File: src/sv/ffha_pkg.sv
`timescale 1ns / 1ps
// shared types and codes for the first-fit heap allocator
// no dependencies

package ffha_pkg;

    localparam int unsigned OFF_W    = 24;
    localparam int unsigned SIZE_W   = 24;
    localparam int unsigned REQ_W    = 24;
    localparam int unsigned ADDR_W   = 32;
    localparam int unsigned HSIZE_W  = 25;
    localparam int unsigned STATUS_W = 3;
    localparam int unsigned CFG_IDX_W = 4;
    localparam logic [HSIZE_W-1:0] SIZE_CAP = 25'h100_0000;

    localparam logic CMD_ALLOC = 1'b0;
    localparam logic CMD_FREE  = 1'b1;

    localparam logic [CFG_IDX_W-1:0] CFG_HEAP_BASE = 4'd0;
    localparam logic [CFG_IDX_W-1:0] CFG_HEAP_SIZE = 4'd1;

    localparam logic [STATUS_W-1:0] ST_OK        = 3'd0;
    localparam logic [STATUS_W-1:0] ST_ZERO_SIZE = 3'd1;
    localparam logic [STATUS_W-1:0] ST_NO_FIT    = 3'd2;
    localparam logic [STATUS_W-1:0] ST_NULL_FREE = 3'd3;
    localparam logic [STATUS_W-1:0] ST_BAD_FREE  = 3'd4;

    typedef struct packed {
        logic [OFF_W-1:0]  off;
        logic [SIZE_W-1:0] size;
        logic              free;
    } entry_t;

endpackage

File: src/sv/ffha_ram.sv
`timescale 1ns / 1ps
// generic simple dual-port ram, one write port and one registered read port
// no dependencies

module ffha_ram #(
    parameter int WIDTH = 8,
    parameter int DEPTH = 16
) (
    input  logic                     clk,
    input  logic                     we,
    input  logic [$clog2(DEPTH)-1:0] waddr,
    input  logic [WIDTH-1:0]         wdata,
    input  logic [$clog2(DEPTH)-1:0] raddr,
    output logic [WIDTH-1:0]         rdata
);

    logic [WIDTH-1:0] mem [DEPTH];

    always_ff @(posedge clk)
    begin
        if (we)
        begin
            mem[waddr] <= wdata;
        end
        rdata <= mem[raddr];
    end

endmodule

File: src/sv/first_fit_heap_allocator_core.sv
`timescale 1ns / 1ps
// first-fit heap allocator with coalescing, block table held in one ram
// depends on ffha_pkg and ffha_ram
//
// usage:
// - input channel (in_valid / in_stall) carries one request transaction:
//   command, request_size, free_address
// - output channel (out_valid / out_stall) returns one transaction per request:
//   granted_address and status
// - the config port writes heap_base or heap_size; either write reformats the
//   heap as one free block before the next request is accepted
// - one request at a time; the block table ram is walked one entry per cycle
// - an allocate scans the table for the first free entry that fits and marks it
//   used; a split first shifts the entries above it up by one and writes the new
//   free remainder; no fit ends at the last entry; a free is one merge pass
// - zero-size allocate and free of null skip the table and go straight to done
// - the input reopens as the result is registered into the output register
// - a finished result waits in the output register while out_stall is high;
//   the next request is taken meanwhile and holds its result until it drains
// - after reset the heap is formatted from the reset register values (base 0,
//   64 KiB), then requests are accepted

module first_fit_heap_allocator_core #(
    parameter int MAX_BLOCKS      = 64,
    parameter int HEADER_BYTES    = 16,
    parameter int MIN_SPLIT_SLACK = 16
) (
    input  logic                                clk,
    input  logic                                rst_n,
    input  logic                                cfg_we,
    input  logic [ffha_pkg::CFG_IDX_W-1:0]      cfg_index,
    input  logic [ffha_pkg::ADDR_W-1:0]         cfg_data,
    input  logic                                in_valid,
    output logic                                in_stall,
    input  logic                                command,
    input  logic [ffha_pkg::REQ_W-1:0]          request_size,
    input  logic [ffha_pkg::ADDR_W-1:0]         free_address,
    output logic                                out_valid,
    input  logic                                out_stall,
    output logic [ffha_pkg::ADDR_W-1:0]         granted_address,
    output logic [ffha_pkg::STATUS_W-1:0]       status
);

    localparam int IW = $clog2(MAX_BLOCKS);
    localparam int CW = $clog2(MAX_BLOCKS + 1);
    localparam int EW = $bits(ffha_pkg::entry_t);
    localparam int RW = ffha_pkg::HSIZE_W;

    typedef enum logic [2:0] {
        S_IDLE, S_SCAN, S_SHIFT, S_WNEW, S_WHIT, S_MERGE, S_FLUSH, S_DONE
    } state_t;

    state_t                          state_reg, state_next;
    logic [CW-1:0]                   ptr_reg, ptr_next;
    logic [CW-1:0]                   idx_reg, idx_next;
    logic                            dv_reg, dv_next;
    logic [CW-1:0]                   hit_reg, hit_next;
    logic [CW-1:0]                   w_reg, w_next;
    logic [CW-1:0]                   count_reg, count_next;
    ffha_pkg::entry_t                ent_reg, ent_next;
    logic                            found_reg, found_next;
    logic [RW-1:0]                   size_reg, size_next;
    logic [ffha_pkg::ADDR_W-1:0]     addr_reg, addr_next;
    logic [ffha_pkg::ADDR_W-1:0]     res_addr_reg, res_addr_next;
    logic [ffha_pkg::STATUS_W-1:0]   res_status_reg, res_status_next;
    logic                            out_valid_reg, out_valid_next;
    logic [ffha_pkg::ADDR_W-1:0]     granted_reg, granted_next;
    logic [ffha_pkg::STATUS_W-1:0]   status_reg, status_next;
    logic                            fmt_reg, fmt_next;
    logic [ffha_pkg::ADDR_W-1:0]     heap_base_reg, heap_base_next;
    logic [RW-1:0]                   heap_size_reg, heap_size_next;

    logic                            ram_we;
    logic [IW-1:0]                   ram_waddr;
    logic [EW-1:0]                   ram_wdata;
    logic [IW-1:0]                   ram_raddr;
    logic [EW-1:0]                   ram_rdata;

    ffha_pkg::entry_t                rd_ent;
    logic [RW-1:0]                   total;
    logic [ffha_pkg::SIZE_W-1:0]     size0;
    logic [ffha_pkg::ADDR_W-1:0]     rd_paddr;
    logic                            rd_fit;
    logic                            rd_split;
    logic                            rd_match;
    logic                            rd_free;

    ffha_ram #(
        .WIDTH (EW),
        .DEPTH (MAX_BLOCKS)
    ) u_table (
        .clk   (clk),
        .we    (ram_we),
        .waddr (ram_waddr),
        .wdata (ram_wdata),
        .raddr (ram_raddr),
        .rdata (ram_rdata)
    );

    assign rd_ent = ffha_pkg::entry_t'(ram_rdata);
    assign total  = (heap_size_reg > ffha_pkg::SIZE_CAP) ? ffha_pkg::SIZE_CAP : heap_size_reg;
    assign size0  = (total > RW'(HEADER_BYTES))
                    ? ffha_pkg::SIZE_W'(total - RW'(HEADER_BYTES)) : '0;
    assign rd_paddr = heap_base_reg + ffha_pkg::ADDR_W'(rd_ent.off)
                      + ffha_pkg::ADDR_W'(HEADER_BYTES);
    assign rd_fit   = rd_ent.free && ({1'b0, rd_ent.size} >= size_reg);
    assign rd_split = ((RW+1)'(rd_ent.size) >= (RW+1)'(size_reg) + (RW+1)'(HEADER_BYTES)
                       + (RW+1)'(MIN_SPLIT_SLACK)) && (count_reg < CW'(MAX_BLOCKS));
    assign rd_match = !found_reg && (rd_paddr == addr_reg);
    assign rd_free  = rd_ent.free || rd_match;

    assign in_stall        = (state_reg != S_IDLE) || fmt_reg;
    assign out_valid       = out_valid_reg;
    assign granted_address = granted_reg;
    assign status          = status_reg;

    always_comb
    begin
        state_next      = state_reg;
        ptr_next        = ptr_reg;
        idx_next        = ptr_reg;
        dv_next         = 1'b0;
        hit_next        = hit_reg;
        w_next          = w_reg;
        count_next      = count_reg;
        ent_next        = ent_reg;
        found_next      = found_reg;
        size_next       = size_reg;
        addr_next       = addr_reg;
        res_addr_next   = res_addr_reg;
        res_status_next = res_status_reg;
        out_valid_next  = out_valid_reg;
        granted_next    = granted_reg;
        status_next     = status_reg;
        fmt_next        = fmt_reg;
        heap_base_next  = heap_base_reg;
        heap_size_next  = heap_size_reg;
        ram_we          = 1'b0;
        ram_waddr       = '0;
        ram_wdata       = '0;
        ram_raddr       = ptr_reg[IW-1:0];

        if (out_valid_reg && !out_stall)
        begin
            out_valid_next = 1'b0;
        end

        unique case (state_reg)
            S_IDLE:
            begin
                if (fmt_reg)
                begin
                    ram_we     = 1'b1;
                    ram_waddr  = '0;
                    ram_wdata  = {{ffha_pkg::OFF_W{1'b0}}, size0, 1'b1};
                    count_next = CW'(1);
                    fmt_next   = 1'b0;
                end
                else if (in_valid)
                begin
                    ptr_next      = '0;
                    res_addr_next = '0;
                    if (command == ffha_pkg::CMD_ALLOC)
                    begin
                        if (request_size == '0)
                        begin
                            res_status_next = ffha_pkg::ST_ZERO_SIZE;
                            state_next      = S_DONE;
                        end
                        else
                        begin
                            size_next  = (RW'(request_size) + RW'(3)) & ~RW'(3);
                            state_next = S_SCAN;
                        end
                    end
                    else
                    begin
                        if (free_address == '0)
                        begin
                            res_status_next = ffha_pkg::ST_NULL_FREE;
                            state_next      = S_DONE;
                        end
                        else
                        begin
                            addr_next  = free_address;
                            found_next = 1'b0;
                            w_next     = '0;
                            state_next = S_MERGE;
                        end
                    end
                end
            end

            S_SCAN:
            begin
                if (ptr_reg < count_reg)
                begin
                    dv_next  = 1'b1;
                    ptr_next = ptr_reg + CW'(1);
                end
                if (dv_reg)
                begin
                    if (rd_fit)
                    begin
                        dv_next         = 1'b0;
                        hit_next        = idx_reg;
                        ent_next        = rd_ent;
                        res_addr_next   = rd_paddr;
                        res_status_next = ffha_pkg::ST_OK;
                        if (rd_split)
                        begin
                            ptr_next   = count_reg - CW'(1);
                            state_next = S_SHIFT;
                        end
                        else
                        begin
                            state_next = S_WHIT;
                        end
                    end
                    else if (idx_reg == count_reg - CW'(1))
                    begin
                        dv_next         = 1'b0;
                        res_addr_next   = '0;
                        res_status_next = ffha_pkg::ST_NO_FIT;
                        state_next      = S_DONE;
                    end
                end
            end

            // move entries above the split point up by one, top first
            S_SHIFT:
            begin
                if (dv_reg)
                begin
                    ram_we    = 1'b1;
                    ram_waddr = IW'(idx_reg + CW'(1));
                    ram_wdata = ram_rdata;
                end
                if (ptr_reg > hit_reg)
                begin
                    dv_next  = 1'b1;
                    ptr_next = ptr_reg - CW'(1);
                end
                else if (!dv_reg)
                begin
                    state_next = S_WNEW;
                end
            end

            S_WNEW:
            begin
                ram_we         = 1'b1;
                ram_waddr      = IW'(hit_reg + CW'(1));
                ram_wdata      = {ffha_pkg::OFF_W'(ent_reg.off + ffha_pkg::OFF_W'(HEADER_BYTES)
                                                   + size_reg[ffha_pkg::OFF_W-1:0]),
                                  ffha_pkg::SIZE_W'(ent_reg.size - size_reg[ffha_pkg::SIZE_W-1:0]
                                                    - ffha_pkg::SIZE_W'(HEADER_BYTES)),
                                  1'b1};
                count_next     = count_reg + CW'(1);
                ent_next.size  = size_reg[ffha_pkg::SIZE_W-1:0];
                state_next     = S_WHIT;
            end

            S_WHIT:
            begin
                ram_we     = 1'b1;
                ram_waddr  = hit_reg[IW-1:0];
                ram_wdata  = {ent_reg.off, ent_reg.size, 1'b0};
                state_next = S_DONE;
            end

            // mark the matching entry free and coalesce in one pass
            S_MERGE:
            begin
                if (ptr_reg < count_reg)
                begin
                    dv_next  = 1'b1;
                    ptr_next = ptr_reg + CW'(1);
                end
                if (dv_reg)
                begin
                    if (rd_match)
                    begin
                        found_next = 1'b1;
                    end
                    if (idx_reg == '0)
                    begin
                        ent_next = {rd_ent.off, rd_ent.size, rd_free};
                    end
                    else if (ent_reg.free && rd_free)
                    begin
                        ent_next.size = ffha_pkg::SIZE_W'(ent_reg.size + rd_ent.size
                                                          + ffha_pkg::SIZE_W'(HEADER_BYTES));
                    end
                    else
                    begin
                        ram_we    = 1'b1;
                        ram_waddr = w_reg[IW-1:0];
                        ram_wdata = ent_reg;
                        w_next    = w_reg + CW'(1);
                        ent_next  = {rd_ent.off, rd_ent.size, rd_free};
                    end
                    if (idx_reg == count_reg - CW'(1))
                    begin
                        dv_next    = 1'b0;
                        state_next = S_FLUSH;
                    end
                end
            end

            S_FLUSH:
            begin
                ram_we          = 1'b1;
                ram_waddr       = w_reg[IW-1:0];
                ram_wdata       = ent_reg;
                count_next      = w_reg + CW'(1);
                res_addr_next   = '0;
                res_status_next = found_reg ? ffha_pkg::ST_OK : ffha_pkg::ST_BAD_FREE;
                state_next      = S_DONE;
            end

            S_DONE:
            begin
                if (!out_valid_reg || !out_stall)
                begin
                    out_valid_next = 1'b1;
                    granted_next   = res_addr_reg;
                    status_next    = res_status_reg;
                    state_next     = S_IDLE;
                end
            end

            default:
            begin
                state_next = S_IDLE;
            end
        endcase

        if (cfg_we)
        begin
            unique case (cfg_index)
                ffha_pkg::CFG_HEAP_BASE:
                begin
                    heap_base_next = cfg_data;
                    fmt_next       = 1'b1;
                end
                ffha_pkg::CFG_HEAP_SIZE:
                begin
                    heap_size_next = cfg_data[RW-1:0];
                    fmt_next       = 1'b1;
                end
                default:
                begin
                end
            endcase
        end
    end

    always_ff @(posedge clk or negedge rst_n)
    begin
        if (!rst_n)
        begin
            state_reg      <= S_IDLE;
            ptr_reg        <= '0;
            idx_reg        <= '0;
            dv_reg         <= 1'b0;
            hit_reg        <= '0;
            w_reg          <= '0;
            count_reg      <= CW'(1);
            found_reg      <= 1'b0;
            out_valid_reg  <= 1'b0;
            fmt_reg        <= 1'b1;
            heap_base_reg  <= '0;
            heap_size_reg  <= RW'(65536);
        end
        else
        begin
            state_reg      <= state_next;
            ptr_reg        <= ptr_next;
            idx_reg        <= idx_next;
            dv_reg         <= dv_next;
            hit_reg        <= hit_next;
            w_reg          <= w_next;
            count_reg      <= count_next;
            found_reg      <= found_next;
            out_valid_reg  <= out_valid_next;
            fmt_reg        <= fmt_next;
            heap_base_reg  <= heap_base_next;
            heap_size_reg  <= heap_size_next;
        end
    end

    always_ff @(posedge clk)
    begin
        ent_reg        <= ent_next;
        size_reg       <= size_next;
        addr_reg       <= addr_next;
        res_addr_reg   <= res_addr_next;
        res_status_reg <= res_status_next;
        granted_reg    <= granted_next;
        status_reg     <= status_next;
    end

endmodule

File: config.mk
export PLATFORM = sky130hd
export DESIGN_NAME = first_fit_heap_allocator_core
export DESIGN_NICKNAME = d
export VERILOG_FILES = /design/src/sv/ffha_pkg.sv /design/src/sv/ffha_ram.sv /design/src/sv/first_fit_heap_allocator_core.sv
export SDC_FILE = /design/constraint.sdc
export NUM_CORES = 2
export LEC_CHECK = 0
export BUFFER_PORTS_ARGS = -buffer_cell sky130_fd_sc_hd__clkbuf_2
export CAP_MARGIN = 20
export CORE_MARGIN = 3
export CORE_UTILIZATION = 35
export CTS_CLUSTER_SIZE = 16
export DETAILED_ROUTE_END_ITERATION = 8
export GPL_TIMING_DRIVEN = 0
export HOLD_SLACK_MARGIN = 0.05
export SLEW_MARGIN = 20
export SYNTH_ARGS = -nofsm -noshare
export SYNTH_HDL_FRONTEND = slang
export SYNTH_HIERARCHICAL = 1
export SYNTH_SLANG_ARGS = --single-unit
export TNS_END_PERCENT = 10
File: constraint.sdc
create_clock -name clk -period 8.4 [get_ports clk]
set_clock_uncertainty 0.05 [all_clocks]
set_input_delay 1.68 -clock clk [delete_from_list [all_inputs] [get_ports clk]]
set_output_delay 1.68 -clock clk [all_outputs]
set_load 0.03 [all_outputs]
==> impl_metrics.csv <==
group,metric,value,unit
synth,yosys_warnings,6,
synth,synth_edf_count,3310,
synth,netlist_instances,7562,
timing,fmax,118,MHz
placement,dp_hpwl,352000,µm
timing,fin_tns_setup,-3.29,ns
flow_run,max-cap-violations,0,
pwr,ir_drop,198,µV
synth,synth_nets,7906,
setup_path,cp-startpoint,"u_table/rdata[30]",
clock_network,cts.sinks,3458,
clock_network,htree_levels,5,
run_status,violations,"negative setup slack",
timing,rsz0062_at_grt,"true",
clock_network,cts-root-buf,"clkbuf_16",
synth,syn_avg_cell_area,18.7,µm²
synth,yosysUniqueCellTypes,97,
synth,seq_area_frac_synth,72.6,%
route,routed_wl,489000,µm
timing,timing.slew.headroom,15.4,%
grt,grt_pass1_wl,664000,µm
grt,gr-total-overflow,0,
grt,antenna_found_initial,43,
setup_path,r2r_start,"u_table/rdata[30]",
worst_hold_path,hp-start,"res_addr_reg[9]",
clock_network,hold_buffers,0,
cells_and_area,drive_above_1_share,24.7,%
cells_and_area,area_delta_synth_final,18.9,%
route,via_per_inst,5.90,
timing,slew_viol_final,0,
timing,hold_viol_final,0,
setup_path,timing.critical_path.to_type,"flip-flop",
worst_hold_path,whs_path_depth,0,
synth,async_flop_share,2.86,%
pwr,leakagePower,54.6,nW
pwr,power.density,352,nW/µm²
floorplan,core-area,403000,µm²
clock_network,tritoncts,"yes",
cells_and_area,largest_reg_flops,3136,
setup_path,worstPathArrival,9.04,ns
timing,whs,0.340,ns
floorplan,ioPinCount,135,
synth,netlist_area,142000,µm²
route,wl_per_cell,34.7,µm
pwr,power,0.0593,W
route,drt_iter0_drc,12408,
placement,place_congestion,0.893,
placement,portBuffers,134,
synth,synth_seq_cells,3458,
grt,grt_max_degree,65,
placement,place_ws,-1.46,ns
route,firstDrtPassIters,9,
timing,min_period_over_period,101,%
floorplan,dieWidth,642,µm
floorplan,initial_core_util,35.2,%
cells_and_area,fin_util,41.8,%
setup_path,worstSetupStartpointType,"flip-flop",
clock_network,clockBufferDepth,4,
floorplan,fp.dieArea,413000,µm²
route,antenna_left,0,
cells_and_area,fin_nets,8736,
setup_path,required,8.97,ns
clock_network,numCtsBuffers,353,
synth,ys.flop_type,"edfxtp_1",
worst_hold_path,hold_class,"reg2reg",
floorplan,die_h,642,µm
setup_path,cp_max_fo,13,
route,via_count,83223,
setup_path,worstSetupPathType,"reg2reg",
floorplan,rows,233,
timing,period_minus_slack,8.47,ns
timing,setup_violations,111,
route,drc_errors,0,
grt,grt_use_total,23.1,%
grt,grt_pass1_vias,80794,
timing,worst_pin_slew,1.27,ns
run_status,status,"finished with violations",
setup_path,reg2regPathDepth,23,
clock_network,clk_pin_slew,0.07,ns
timing,fin_ws,-0.0665,ns
clock_network,clkLatencyLatePin,0.98,ns
## cells in the mapped netlist (113+ instances only)
master | count | area share, %
edfxtp_1 | 3310 | 70
a22oi_1 | 138 | 0.73
nand2_1 | 296 | 0.78
ha_1 | 243 | 2.1
inv_1 | 171 | 0.45
nand4_1 | 114 | 0.50
xnor2_1 | 127 | 0.78
nor2_1 | 270 | 0.72
mux4_2 | 707 | 11
mux2i_1 | 193 | 1.4
nand3_1 | 151 | 0.53
o21ai_0 | 127 | 0.45
clkbuf_1 | 166 | 0.44
buf_2 | 113 | 0.40
## cell families after synthesis
group           count (synthesis)  synth area share (%)
compound gates                926                  4.77
xor+xnor                      180                  1.13
fa+ha+maj                     246                  2.19
buf+inv                       564                  1.94
flops                        3458                  72.6
mux                           967                  13.1
simple gates                 1221                  4.27
## report_power, final
part | internal [W] | total (W) | leakage (nW) | switching [W]
sequential | 0.0223 | 0.0231 | 32.0 | 0.000770
clock | 0.00867 | 0.0153 | 5.36 | 0.00665
combinational | 0.00683 | 0.0208 | 17.2 | 0.0140
total | 0.0378 | 0.0593 | 54.6 | 0.0214
## cells in the final DEF, fill, tap and decap left out, types with 67 or more instances in the layout
cell       instances
a21oi_1           97
a22oi_1          137
and3_1            73
buf_12           181
buf_16           111
buf_2            114
buf_4             99
clkbuf_1         232
clkbuf_16        357
clkbuf_2         157
clkinv_1          78
dfrtp_1           96
edfxtp_1        3310
ha_1             242
inv_1            170
mux2_2            67
mux2i_1          193
mux4_2           707
nand2_1          296
nand3_1          150
nand4_1          114
nor2_1           199
nor3_1            79
o21ai_0          114
o221ai_1          89
o22ai_1           78
xnor2_1          126
## metrics by stage
step	std cells	area (µm²)
after CTS	14072	168000
after detailed placement	13396	157000
after floorplan	7562	142000
after global routing	14075	169000
after global placement	13101	149000
final	14103	169000
## worst paths after layout
kind | to | slack [ns]
setup / recovery | u_table/mem[28][22] | -0.07
hold / removal | granted_address[9] | 0.34
setup reg to reg | u_table/mem[28][22] | -0.07
hold reg to reg | granted_address[9] | 0.34
max in group asynchronous | heap_size_reg[16] | 6.92
min in group asynchronous | out_valid | 0.67
## layout make-up
class / instances / area, µm²
Multi-Input combinational cell: 3540 / 37300
Clock inverter: 178 / 1700
Fill cell: 35187 / 234000
Antenna cell: 31 / 77.6
Inverter: 172 / 646
Buffer: 391 / 2140
Timing Repair Buffer: 476 / 7760
Tap cell: 5405 / 6760
Sequential cell: 3458 / 103000
Clock buffer: 452 / 9350
## critical path, stage by stage, from the launching register on
cell and delay [ns]:
dfxtp_1 0.67, ha_1 0.36, ha_1 0.32, buf_2 0.22, o21ai_0 0.22, nand2b_1 0.14, a31oi_1 0.10, xnor2_1 0.69
xnor2_1 0.20, o2111ai_1 0.17, a2111oi_0 0.52, o2111ai_1 0.31, nor4_4 0.30, buf_4 0.19, a21o_2 0.31, a21oi_1 0.14
clkbuf_2 0.27, a221o_1 0.55, clkbuf_1 0.30, nor2_1 0.24, nand3_1 0.53, nor2_4 0.81, buf_16 0.25, buf_12 0.20
## routing by layer
| layer | GRT usage, % | vias to the layer above | wire, µm |
|---|---|---|---|
| met5 | 0 | - | 122 |
| met1 | 30.0 | 43892 | 182000 |
| met4 | 10.5 | 20 | 26700 |
| met3 | 5.27 | 1158 | 53500 |
| met2 | 36.8 | 5372 | 227000 |
| li1 | - | 32781 | - |
## timing repair
item / CTS / global route
pin swaps: 23 / 5
buffers inserted: 47 / 0
setup endpoints to repair: 3124 / 392
resized for setup: 16 / 0
Power figures use the tool's default switching activity.
